File: src/hw/rtl/tta_pkg.sv
package tta_pkg;

    // width of the step counter of the shared unit (up to 127 steps)
    localparam int STEP_W = 7;

    // event codes carried in the mode field
    typedef enum logic [1:0] {
        MODE_START   = 2'd0,
        MODE_TICK    = 2'd1,
        MODE_TIMEOUT = 2'd2,
        MODE_ELAPSED = 2'd3
    } tta_mode_t;

    // register indexes of the configuration write port
    localparam logic [1:0] CFG_CPT      = 2'd0;
    localparam logic [1:0] CFG_MAX      = 2'd1;
    localparam logic [1:0] CFG_TICKLESS = 2'd2;

    // operation of the shared unit
    typedef enum logic [0:0] {
        UOP_DIV = 1'b0,
        UOP_MUL = 1'b1
    } tta_uop_t;

    // request to the shared unit
    typedef struct packed {
        logic              start;
        tta_uop_t          op;
        logic [STEP_W-1:0] steps;
        logic [63:0]       a;
        logic [31:0]       b;
    } tta_unit_req_t;

    // status of the shared unit
    typedef struct packed {
        logic busy;
        logic done;
    } tta_unit_stat_t;

endpackage

File: src/hw/rtl/tickless_tick_accounting.sv
// Tick bookkeeping for a tickless system timer on a 64-bit free-running
// cycle counter. Each input word is one event (start, timer interrupt, set
// timeout, elapsed query) and gives exactly one result word. All divisions
// by cycles_per_tick and all multiplications by it run on one shared
// bit-serial unit: a divide makes one quotient bit per cycle over the full
// counter for start and DIFF_WIDTH bits of elapsed cycles otherwise, and a
// multiply steps through the bits of cycles_per_tick. Start and interrupt
// divide, then multiply; a periodic interrupt then re-arms; in tickless
// mode a finite timeout multiplies and clamps and a query divides; other
// events need no arithmetic. s_ready is high only while the sequencer is
// idle; a finished result waits in the output register while the next word
// is taken. The user must write configuration through cfg_wr_en, cfg_index
// and cfg_wr_data only while the block idles; no logic enforces this.
module tickless_tick_accounting #(
    parameter int DIFF_WIDTH = 32
) (
    input  logic               aclk,
    input  logic               aresetn,
    input  logic               cfg_wr_en,
    input  logic [1:0]         cfg_index,
    input  logic [31:0]        cfg_wr_data,
    input  logic               s_valid,
    output logic               s_ready,
    input  logic [1:0]         s_mode,
    input  logic [63:0]        s_now_cycles,
    input  logic signed [31:0] s_request_ticks,
    output logic               m_valid,
    input  logic               m_ready,
    output logic               m_compare_write,
    output logic [63:0]        m_compare_value,
    output logic [31:0]        m_ticks_out
);

    localparam logic [31:0] CPT_RESET = 32'd3200;
    localparam logic [31:0] MAX_RESET = 32'd3221225472;

    localparam int DIFF_SHIFT = 64 - DIFF_WIDTH;
    localparam logic [tta_pkg::STEP_W-1:0] DIFF_STEPS = tta_pkg::STEP_W'(DIFF_WIDTH);
    localparam logic [tta_pkg::STEP_W-1:0] FULL_STEPS = tta_pkg::STEP_W'(64);
    localparam logic [tta_pkg::STEP_W-1:0] MUL_STEPS  = tta_pkg::STEP_W'(32);

    typedef enum logic [5:0] {
        ST_IDLE   = 6'b000001,
        ST_DIV    = 6'b000010,
        ST_MUL    = 6'b000100,
        ST_REARM  = 6'b001000,
        ST_CLAMP  = 6'b010000,
        ST_FINISH = 6'b100000
    } state_t;

    state_t              state_reg, state_next;
    tta_pkg::tta_mode_t  mode_reg, mode_next;
    logic [31:0] cpt_reg, cpt_next;
    logic [31:0] max_reg, max_next;
    logic        tickless_reg, tickless_next;
    logic [63:0] boundary_reg, boundary_next;
    logic [63:0] announced_reg, announced_next;
    logic [31:0] reported_reg, reported_next;
    logic        res_wr_reg, res_wr_next;
    logic [63:0] res_cmp_reg, res_cmp_next;
    logic [31:0] res_tk_reg, res_tk_next;
    logic        m_valid_reg, m_valid_next;
    logic        m_wr_reg, m_wr_next;
    logic [63:0] m_cmp_reg, m_cmp_next;
    logic [31:0] m_tk_reg, m_tk_next;

    tta_pkg::tta_unit_req_t  ureq;
    tta_pkg::tta_unit_stat_t ustat;
    logic [63:0]             uresult;

    logic [31:0] cpt;
    logic [63:0] req_sext;
    logic [63:0] since;
    logic [63:0] cmp_dist;
    logic        fire;

    tta_mul_div u_mul_div (
        .aclk    (aclk),
        .aresetn (aresetn),
        .req     (ureq),
        .stat    (ustat),
        .result  (uresult)
    );

    assign s_ready  = (state_reg == ST_IDLE);
    assign fire     = s_valid && s_ready;
    assign cpt      = (cpt_reg == 32'd0) ? 32'd1 : cpt_reg;
    assign req_sext = {{32{s_request_ticks[31]}}, s_request_ticks};
    // cycles since the boundary, cut and left-aligned for the divider
    assign since    = (s_now_cycles - boundary_reg) << DIFF_SHIFT;
    assign cmp_dist = res_cmp_reg - boundary_reg;

    // configuration writes
    always_comb begin
        cpt_next      = cpt_reg;
        max_next      = max_reg;
        tickless_next = tickless_reg;
        if (cfg_wr_en) begin
            case (cfg_index)
                tta_pkg::CFG_CPT:      cpt_next      = cfg_wr_data;
                tta_pkg::CFG_MAX:      max_next      = cfg_wr_data;
                tta_pkg::CFG_TICKLESS: tickless_next = cfg_wr_data[0];
                default:      ;
            endcase
        end
    end

    // event sequencer
    always_comb begin
        state_next     = state_reg;
        mode_next      = mode_reg;
        boundary_next  = boundary_reg;
        announced_next = announced_reg;
        reported_next  = reported_reg;
        res_wr_next    = res_wr_reg;
        res_cmp_next   = res_cmp_reg;
        res_tk_next    = res_tk_reg;
        m_valid_next   = m_valid_reg;
        m_wr_next      = m_wr_reg;
        m_cmp_next     = m_cmp_reg;
        m_tk_next      = m_tk_reg;
        ureq           = '0;
        ureq.b         = cpt;
        if (m_valid_reg && m_ready) begin
            m_valid_next = 1'b0;
        end
        case (state_reg)
            ST_IDLE: begin
                if (fire) begin
                    mode_next    = tta_pkg::tta_mode_t'(s_mode);
                    res_wr_next  = 1'b0;
                    res_cmp_next = '0;
                    res_tk_next  = '0;
                    state_next   = ST_FINISH;
                    case (tta_pkg::tta_mode_t'(s_mode))
                        tta_pkg::MODE_START: begin
                            ureq.start = 1'b1;
                            ureq.op    = tta_pkg::UOP_DIV;
                            ureq.steps = FULL_STEPS;
                            ureq.a     = s_now_cycles;
                            state_next = ST_DIV;
                        end
                        tta_pkg::MODE_TICK: begin
                            ureq.start = 1'b1;
                            ureq.op    = tta_pkg::UOP_DIV;
                            ureq.steps = DIFF_STEPS;
                            ureq.a     = since;
                            state_next = ST_DIV;
                        end
                        tta_pkg::MODE_TIMEOUT: begin
                            if (tickless_reg) begin
                                if (&s_request_ticks) begin
                                    // forever: farthest allowed compare
                                    res_wr_next  = 1'b1;
                                    res_cmp_next = boundary_reg + {32'd0, max_reg};
                                end else begin
                                    ureq.start = 1'b1;
                                    ureq.op    = tta_pkg::UOP_MUL;
                                    ureq.steps = MUL_STEPS;
                                    ureq.a     = announced_reg + {32'd0, reported_reg}
                                                 + req_sext;
                                    state_next = ST_MUL;
                                end
                            end
                        end
                        tta_pkg::MODE_ELAPSED: begin
                            if (tickless_reg) begin
                                ureq.start = 1'b1;
                                ureq.op    = tta_pkg::UOP_DIV;
                                ureq.steps = DIFF_STEPS;
                                ureq.a     = since;
                                state_next = ST_DIV;
                            end
                        end
                        default: state_next = ST_FINISH;
                    endcase
                end
            end
            ST_DIV: begin
                if (ustat.done) begin
                    case (mode_reg)
                        tta_pkg::MODE_START: begin
                            announced_next = uresult;
                            ureq.start     = 1'b1;
                            ureq.op        = tta_pkg::UOP_MUL;
                            ureq.steps     = MUL_STEPS;
                            ureq.a         = uresult;
                            state_next     = ST_MUL;
                        end
                        tta_pkg::MODE_TICK: begin
                            announced_next = announced_reg + {32'd0, uresult[31:0]};
                            reported_next  = '0;
                            res_tk_next    = uresult[31:0];
                            ureq.start     = 1'b1;
                            ureq.op        = tta_pkg::UOP_MUL;
                            ureq.steps     = MUL_STEPS;
                            ureq.a         = {32'd0, uresult[31:0]};
                            state_next     = ST_MUL;
                        end
                        default: begin
                            reported_next = uresult[31:0];
                            res_tk_next   = uresult[31:0];
                            state_next    = ST_FINISH;
                        end
                    endcase
                end
            end
            ST_MUL: begin
                if (ustat.done) begin
                    case (mode_reg)
                        tta_pkg::MODE_START: begin
                            boundary_next = uresult;
                            res_wr_next   = 1'b1;
                            res_cmp_next  = uresult + {32'd0, cpt};
                            state_next    = ST_FINISH;
                        end
                        tta_pkg::MODE_TICK: begin
                            boundary_next = boundary_reg + uresult;
                            state_next    = tickless_reg ? ST_FINISH : ST_REARM;
                        end
                        default: begin
                            res_cmp_next = uresult;
                            state_next   = ST_CLAMP;
                        end
                    endcase
                end
            end
            ST_REARM: begin
                // periodic mode: next compare one tick past the new boundary
                res_wr_next  = 1'b1;
                res_cmp_next = boundary_reg + {32'd0, cpt};
                state_next   = ST_FINISH;
            end
            ST_CLAMP: begin
                // limit the compare distance from the boundary
                res_wr_next = 1'b1;
                if (cmp_dist > {32'd0, max_reg}) begin
                    res_cmp_next = boundary_reg + {32'd0, max_reg};
                end
                state_next = ST_FINISH;
            end
            ST_FINISH: begin
                if (!m_valid_reg || m_ready) begin
                    m_valid_next = 1'b1;
                    m_wr_next    = res_wr_reg;
                    m_cmp_next   = res_cmp_reg;
                    m_tk_next    = res_tk_reg;
                    state_next   = ST_IDLE;
                end
            end
            default: state_next = ST_IDLE;
        endcase
    end

    // control and bookkeeping registers
    always_ff @(posedge aclk) begin
        if (!aresetn) begin
            state_reg     <= ST_IDLE;
            mode_reg      <= tta_pkg::MODE_START;
            cpt_reg       <= CPT_RESET;
            max_reg       <= MAX_RESET;
            tickless_reg  <= 1'b1;
            boundary_reg  <= '0;
            announced_reg <= '0;
            reported_reg  <= '0;
            m_valid_reg   <= 1'b0;
        end else begin
            state_reg     <= state_next;
            mode_reg      <= mode_next;
            cpt_reg       <= cpt_next;
            max_reg       <= max_next;
            tickless_reg  <= tickless_next;
            boundary_reg  <= boundary_next;
            announced_reg <= announced_next;
            reported_reg  <= reported_next;
            m_valid_reg   <= m_valid_next;
        end
    end

    // result payload registers
    always_ff @(posedge aclk) begin
        res_wr_reg  <= res_wr_next;
        res_cmp_reg <= res_cmp_next;
        res_tk_reg  <= res_tk_next;
        m_wr_reg    <= m_wr_next;
        m_cmp_reg   <= m_cmp_next;
        m_tk_reg    <= m_tk_next;
    end

    assign m_valid         = m_valid_reg;
    assign m_compare_write = m_wr_reg;
    assign m_compare_value = m_cmp_reg;
    assign m_ticks_out     = m_tk_reg;

endmodule

File: src/hw/rtl/tta_mul_div.sv
module tta_mul_div (
    input  logic                   aclk,
    input  logic                   aresetn,
    input  tta_pkg::tta_unit_req_t req,
    output tta_pkg::tta_unit_stat_t stat,
    output logic [63:0]            result
);

    tta_pkg::tta_uop_t          op_reg, op_next;
    logic [tta_pkg::STEP_W-1:0] cnt_reg, cnt_next;
    logic                       busy_reg, busy_next;
    logic                       done_reg, done_next;
    logic [63:0]                sh_reg, sh_next;
    logic [63:0]                acc_reg, acc_next;
    logic [31:0]                b_reg, b_next;

    logic [32:0] part;
    logic [33:0] diff;
    logic [63:0] sum;

    // one restoring divide step or one shift-add multiply step per cycle
    always_comb begin
        part      = {acc_reg[31:0], sh_reg[63]};
        diff      = {1'b0, part} - {2'b00, b_reg};
        sum       = acc_reg + sh_reg;
        op_next   = op_reg;
        cnt_next  = cnt_reg;
        busy_next = busy_reg;
        done_next = 1'b0;
        sh_next   = sh_reg;
        acc_next  = acc_reg;
        b_next    = b_reg;
        if (req.start) begin
            op_next   = req.op;
            cnt_next  = req.steps;
            busy_next = 1'b1;
            sh_next   = req.a;
            b_next    = req.b;
            acc_next  = '0;
        end else if (busy_reg) begin
            if (op_reg == tta_pkg::UOP_DIV) begin
                if (!diff[33]) begin
                    acc_next = {32'd0, diff[31:0]};
                    sh_next  = {sh_reg[62:0], 1'b1};
                end else begin
                    acc_next = {32'd0, part[31:0]};
                    sh_next  = {sh_reg[62:0], 1'b0};
                end
            end else begin
                if (b_reg[0]) begin
                    acc_next = sum;
                end
                sh_next = {sh_reg[62:0], 1'b0};
                b_next  = {1'b0, b_reg[31:1]};
            end
            cnt_next = cnt_reg - 1'b1;
            if (cnt_reg == tta_pkg::STEP_W'(1)) begin
                busy_next = 1'b0;
                done_next = 1'b1;
            end
        end
    end

    // control registers
    always_ff @(posedge aclk) begin
        if (!aresetn) begin
            busy_reg <= 1'b0;
            done_reg <= 1'b0;
            cnt_reg  <= '0;
            op_reg   <= tta_pkg::UOP_DIV;
        end else begin
            busy_reg <= busy_next;
            done_reg <= done_next;
            cnt_reg  <= cnt_next;
            op_reg   <= op_next;
        end
    end

    // datapath registers
    always_ff @(posedge aclk) begin
        sh_reg  <= sh_next;
        acc_reg <= acc_next;
        b_reg   <= b_next;
    end

    // quotient sits in the shift register, product in the accumulator
    assign result    = (op_reg == tta_pkg::UOP_DIV) ? sh_reg : acc_reg;
    assign stat.busy = busy_reg;
    assign stat.done = done_reg;

    // a new operation only starts on an idle unit
    a_start_idle: assert property (@(posedge aclk) disable iff (!aresetn)
        req.start |-> !busy_reg)
        else $error("unit started while busy");

    // start always makes the unit busy
    a_start_busy: assert property (@(posedge aclk) disable iff (!aresetn)
        req.start |=> busy_reg)
        else $error("unit not busy after start");

    // done is a single pulse and comes with the unit idle
    a_done_pulse: assert property (@(posedge aclk) disable iff (!aresetn)
        done_reg |-> !busy_reg ##1 !done_reg || req.start)
        else $error("done not a single pulse");

    // partial remainder stays below the divisor
    a_rem_range: assert property (@(posedge aclk) disable iff (!aresetn)
        busy_reg && op_reg == tta_pkg::UOP_DIV |-> acc_reg[31:0] < b_reg)
        else $error("remainder out of range");

endmodule

File: config.mk
export PLATFORM = sky130hd
export DESIGN_NAME = tickless_tick_accounting
export DESIGN_NICKNAME = d
export VERILOG_FILES = /design/src/hw/rtl/tta_pkg.sv /design/src/hw/rtl/tickless_tick_accounting.sv /design/src/hw/rtl/tta_mul_div.sv
export SDC_FILE = /design/constraint.sdc
export NUM_CORES = 2
export LEC_CHECK = 0
export BUFFER_PORTS_ARGS = -buffer_cell sky130_fd_sc_hd__buf_2
export CAP_MARGIN = 20
export CELL_PAD_IN_SITES_DETAIL_PLACEMENT = 0
export CELL_PAD_IN_SITES_GLOBAL_PLACEMENT = 2
export CORE_MARGIN = 8
export CORE_UTILIZATION = 39
export DETAILED_ROUTE_END_ITERATION = 8
export GPL_TIMING_DRIVEN = 0
export MAX_ROUTING_LAYER = met4
export PLACE_DENSITY = 0.79
export SYNTH_ARGS = -nofsm -noshare
export SYNTH_HDL_FRONTEND = slang
export SYNTH_HIERARCHICAL = 1
export SYNTH_SLANG_ARGS = --single-unit
export TNS_END_PERCENT = 1
File: constraint.sdc
create_clock -name aclk -period 6.66 [get_ports aclk]
set_clock_uncertainty 0.05 [all_clocks]
set_input_delay 0 -clock aclk [delete_from_list [all_inputs] [get_ports aclk]]
set_output_delay 0 -clock aclk [all_outputs]
set_load 0.02 [all_outputs]
## After elaboration in Yosys (flattened, before gate mapping)

Cells that the tools add are included.

| operators by class | value |
|---|---|
| add/subtract/negate cells | 12 |
| multiply operators | 0 |
| divide/modulo/power cells | 0 |
| magnitude comparators | 1 |
| eq/ne operators | 22 |
| shift operators | 0 |
| muxes and demuxes | 63 |
| bitwise logic cells | 3 |
| reductions and logical operators | 33 |

Operators by type and width:

| operator | count |
|---|---|
| $mux W64 | 11 |
| $pmux W64 S2 | 3 |
| $mux W73 | 5 |
| $add A64 B32 Y64 | 5 |
| $pmux W73 S2 | 2 |
| $pmux W73 S4 | 1 |
| $mux W32 | 8 |
| $pmux W64 S4 | 1 |
| $add A64 B64 Y64 | 3 |
| $pmux W32 S2 | 2 |
| $gt A64 B32 Y1 | 1 |
| $sub A64 B64 Y64 | 1 |
| $mux W6 | 9 |
| $sub A33 B32 Y34 | 1 |
| $logic_not A32 Y1 | 1 |
| $reduce_and A32 Y1 | 1 |
| $sub A32 B32 Y32 | 1 |
| $pmux W6 S5 | 1 |
| $pmux W6 S3 | 1 |
| $mux W1 | 15 |
| $mux W7 | 2 |
| $reduce_and A2 Y1 | 7 |
| $ne A2 B2 Y1 const B | 6 |
| $pmux W6 S2 | 1 |
| 25 further kinds | 45 |

| storage, ports and cells | value |
|---|---|
| register bits after elaboration | 598 |
| bits in latches | 0 |
| bits in writable memories | 0 |
| ROM bits | 0 |
| bits of input ports | 137 |
| output and inout bits | 99 |
| word-level logic and storage cells | 156 |
| memories | 0 |

## Longest topological paths before layout

| logic depth | value |
|---|---|
| word-level depth | 9 |
| depth in mapped cells | 24 |
| gate-level depth less buffers | 24 |

## By module

The synthesis kept the hierarchy.

By module, submodules not included:

| module | instances | cells an instance | area an instance (um^2) | seq. area each (um^2) |
|---|---|---|---|---|
| tickless_tick_accounting | 1 | 5140 | 40398.7 | 10510.1 |
| tta_mul_div | 1 | 1487 | 13362.8 | 4364.2 |

## Least setup slack after synthesis

OpenSTA, ideal clock, no wires.

| timing | value |
|---|---|
| path type | flip-flop to flip-flop |
| start | register boundary_reg[1] |
| end | register res_cmp_reg[0], enable pin |
| library setup time | 433 ps |
| arrival time | 5394 ps |
| required time | 6177 ps |
| setup slack | 783 ps |
| cell stages (with the launch flop) | 22 |
| path buffers | 0 |
| period minus slack after synthesis | 5877 ps |
| cells stage by stage | dfxtp_1 -> inv_1 -> fa_1 -> a211oi_1 -> o21a_1 -> a211o_1 -> o21ai_2 -> a31o_2 -> and3_1 -> a31oi_1 -> xnor2_1 -> ha_1 -> nand4_1 -> nor4_1 -> nand2_1 -> o21ai_0 -> o21ai_0 -> nand2_1 -> or4_1 -> nor4_1 -> nand4_1 -> o31a_1 |

| between the ends | value |
|---|---|
| word-level cells in the longest chain between the ends | 4 |

Ends and longest elaborated chain:

| element | RTL line | text |
|---|---|---|
| start: declaration | tickless_tick_accounting.sv:56 | `logic [63:0] boundary_reg, boundary_next;` |
| start signal: assignment | tickless_tick_accounting.sv:273 | `boundary_reg <= boundary_next;` |
| $sub A64 B64 Y64 | tickless_tick_accounting.sv:91 | `assign cmp_dist = res_cmp_reg - boundary_reg;` |
| $gt A64 B32 Y1 | tickless_tick_accounting.sv:237 | `if (cmp_dist > {32'd0, max_reg}) begin` |
| $ne A2 B2 Y1 (no source line) | -- |  |
| $reduce_and A5 Y1 (no source line) | -- |  |
| end signal: assignment | tickless_tick_accounting.sv:283 | `res_cmp_reg <= res_cmp_next;` |
| end: declaration | tickless_tick_accounting.sv:60 | `logic [63:0] res_cmp_reg, res_cmp_next;` |

Every way passes these cells.
A chain may end at the register's enable or synchronous reset.

==> impl_table.tex <==
\begin{tabular}{lr}
\hline
Metric & Value \\
\hline
\multicolumn{2}{l}{\textbf{Floorplan}} \\
\quad Die area & 150000 sq um \\
\quad Vertical die dimension & between 300 and 400 microns \\
\quad Number of I/O pins & approximately 240 \\
\quad Standard-cell row count & 136 \\
\quad Effective utilization at floorplan & 39.2\% \\
\quad Area of the core & $\sim$140000 sq um \\
\quad X dimension of the die & between 300 and 400 microns \\
\multicolumn{2}{l}{\textbf{Routing}} \\
\quad Number of iterations in the first detailed-routing pass & 6 \\
\quad Final wirelength & about 270000 microns \\
\quad Final routed wire length divided by cell count & 29.8 microns \\
\quad Routed vias & approximately 56000 \\
\quad Number of DRC violations after detailed routing & 0 \\
\quad Number of routed nets with antenna violations & 0 \\
\quad DR vias/cell & slightly above 6 \\
\quad Violation count after the first detailed-routing iteration & 6544 \\
\multicolumn{2}{l}{\textbf{Power}} \\
\quad Total power of the final layout & approximately 24 mW \\
\quad Max rail drop VDD & 0.235 mV \\
\quad Power density over cell area & slightly below 400 nW/um\^{}2 \\
\quad Cell leakage power & between 20 and 25 nW \\
\multicolumn{2}{l}{\textbf{CTS}} \\
\quad H-tree depth & 3 \\
\quad Num CTS Buffers & 79 \\
\quad Number of buffers on the longest clock path & 3 \\
\quad Clock latency reported for the late side of the worst-skew pair & around 0.7 ns \\
\quad Clock slew at reported path FFs & about 0.060 ns \\
\quad Number of sinks on the clock net & between 500 and 600 \\
\quad TritonCTS clock tree & done \\
\quad Buffer cell driving the clock tree root & sky130\_fd\_sc\_hd\_\_clkbuf\_16 \\
\multicolumn{2}{l}{\textbf{GRT}} \\
\quad Remaining global-route overflow & 0 \\
\quad Global-route total usage across every layer & 34.7\% \\
\quad Wire length of the first global-routing pass & about 380000 microns \\
\quad Pin count of the biggest net entering global routing & 37 \\
\quad Via count of the first global-routing pass & $\sim$52000 \\
\quad Antenna violations before repair & 19 \\
\multicolumn{2}{l}{\textbf{STA}} \\
\quad Worst-case setup margin in the final layout & -0.0707 ns \\
\quad Final worst-path cycle share & 101\% \\
\quad Max transition margin & around 15\% \\
\quad Final min period & a little under 7 ns \\
\quad Number of setup violations in the final report & 56 \\
\quad Worst Hold Margin & 0.0490 ns \\
\quad Setup repair after global routing missed its margin & yes \\
\quad Final number of max-transition violations & 0 \\
\quad Number of hold violations in the final report & 0 \\
\quad Pin slew with the least headroom to its limit & roughly 1.3 ns \\
\quad Max Freq & between 100 and 150 MHz \\
\multicolumn{2}{l}{\textbf{Logic synthesis}} \\
\quad Per-instance average area after synthesis & around 8.1 sq um \\
\quad Cells after synthesis & between 6000 and 7000 \\
\quad Yosys warnings & 6 \\
\quad Syn Std Cell Area & approximately 54000 sq um \\
\multicolumn{2}{l}{\textbf{Final layout}} \\
\quad Net count of the finished layout & slightly below 8000 \\
\quad Proportion of layout cells with a drive suffix above 1 & a little under a tenth \\
\quad Synthesis-to-finish area growth & 14.6\% \\
\multicolumn{2}{l}{\textbf{Flow run}} \\
\quad Max-Cap Viols & 0 \\
\multicolumn{2}{l}{\textbf{Setup path}} \\
\quad Startpoint class of the critical path & flop \\
\quad Worst reg-to-reg path cell count & 13 \\
\quad WP data required & 7.16 ns \\
\quad Maximum fanout along the worst path & 10 \\
\quad Critical Path AT & 7.23 ns \\
\quad Type of the worst setup path & flop to flop \\
\quad Endpoint type of the worst setup path & flop \\
\multicolumn{2}{l}{\textbf{Placed design}} \\
\quad Post-detail-place hpwl & $\sim$220000 microns \\
\quad RD Place Congestion & 1.00 \\
\quad Count of input and output buffers & roughly 230 \\
\multicolumn{2}{l}{\textbf{Run status}} \\
\quad Outcome & finished with violations \\
\quad Violations in the final reports & setup timing \\
\multicolumn{2}{l}{\textbf{Min path}} \\
\quad Hold WC Path Type & primary input to flop \\
\quad Worst Hold Depth & 6 \\
\hline
\end{tabular}
==> stage by stage <==
step	cell area [sq um]	setup WS (ns)	utilization, %	TNS [ns]	cells
2_1_floorplan	53800	0.783	-	0	6630
3_3_place_gp	57200	-2.50	41.7	-347.24	8657
3_5_place_dp	57600	-1.24	42.0	-70.48	8685
4_1_cts	61400	-0.101	44.7	-2.58	8927
5_1_grt	61600	-0.270	44.9	-12.53	8948
6_report	61600	-0.0707	44.9	-1.82	8959
==> where the power goes <==
| group | leakage, nW | total (mW) | internal (mW) | switching (mW) |
|---|---|---|---|---|
| Combinational | 18.3 | 13.7 | 4.52 | 9.19 |
| Clock | 1.32 | 4.56 | 2.69 | 1.87 |
| Sequential | 5.29 | 5.51 | 4.87 | 0.647 |
==> placed cells by master, fill, tap and decap left out, types with 73 or more instances in the layout <==
master                          count
sky130_fd_sc_hd__buf_2            243
sky130_fd_sc_hd__clkbuf_16         82
sky130_fd_sc_hd__dfxtp_1          304
sky130_fd_sc_hd__a21o_1           260
sky130_fd_sc_hd__nand3_1          145
sky130_fd_sc_hd__ha_1             507
sky130_fd_sc_hd__a21oi_1          660
sky130_fd_sc_hd__dlygate4sd3_1     91
sky130_fd_sc_hd__a22oi_1           81
sky130_fd_sc_hd__nor2_1           441
sky130_fd_sc_hd__xor2_1           155
sky130_fd_sc_hd__edfxtp_1         290
sky130_fd_sc_hd__clkbuf_1         301
sky130_fd_sc_hd__a211oi_1          73
sky130_fd_sc_hd__xnor2_1          255
sky130_fd_sc_hd__a31oi_1          103
sky130_fd_sc_hd__mux2_2           129
sky130_fd_sc_hd__nor3_1           104
sky130_fd_sc_hd__nand2_1          786
sky130_fd_sc_hd__nand4_1          118
sky130_fd_sc_hd__inv_1            240
sky130_fd_sc_hd__o21bai_1          81
sky130_fd_sc_hd__o21ai_0          508
==> final timing paths <==
| path | startpoint | end | slack, ns |
|---|---|---|---|
| worst min register to register | res_tk_reg[18]$_SDFFCE_PP0P_ | m_ticks_out[18]$_DFFE_PP_ | 0.36 |
| worst max-delay path | state_reg[5]$_SDFFE_PN0P_ | u_mul_div/acc_reg[18]$_SDFFE_PP0P_ | -0.07 |
| worst min-delay path | s_now_cycles[58] | u_mul_div/sh_reg[58]$_DFFE_PP_ | 0.05 |
| worst max register to register | state_reg[5]$_SDFFE_PN0P_ | u_mul_div/acc_reg[18]$_SDFFE_PP0P_ | -0.07 |
==> critical path: stages, from the launching register on <==
cell	delay (ns)
sky130_fd_sc_hd__dfxtp_1	0.35
sky130_fd_sc_hd__nor4_1	0.36
sky130_fd_sc_hd__nand3b_1	0.23
sky130_fd_sc_hd__inv_1	0.26
sky130_fd_sc_hd__nand2_1	0.41
sky130_fd_sc_hd__nor2_1	0.83
sky130_fd_sc_hd__clkdlybuf4s15_1	0.90
sky130_fd_sc_hd__or2_2	0.24
sky130_fd_sc_hd__clkdlybuf4s15_1	0.78
sky130_fd_sc_hd__clkbuf_1	0.49
sky130_fd_sc_hd__clkbuf_1	0.78
sky130_fd_sc_hd__clkbuf_1	0.57
sky130_fd_sc_hd__buf_8	0.25
sky130_fd_sc_hd__nor2_1	0.06
==> layer usage <==
| metal | track usage (%) | vias to the layer above | part of all wire [%] |
|---|---|---|---|
| li1 | - | 25577 | - |
| met1 | 46.6 | 27239 | 44 |
| met2 | 51.3 | 2523 | 42 |
| met3 | 5.44 | 447 | 8.1 |
| met4 | 16.0 | 0 | 5.7 |
| met5 | - | - | 0 |
==> final cells by class <==
class | instances | area [sq um]
buffer | 329 | 1280
timing repair buffer | 379 | 2740
tap | 1794 | 2240
inverter | 255 | 1010
sequential | 598 | 14900
multi-input combinational | 5448 | 36800
antenna | 13 | 32.5
clock buffer | 103 | 2200
fill | 13983 | 75500
clock inverter | 40 | 468
==> what timing repair did <==
action / 4_1_cts / 5_1_grt
endpoints found under the hold margin: 132 / 0
pin swaps: 1 / 2
gates cloned: 0 / 1
resized for setup: 22 / 18
endpoints found under the setup margin: 69 / 105
setup buffers: 9 / 11
hold buffers: 91 / 0
(Power assumes the default switching activity.)
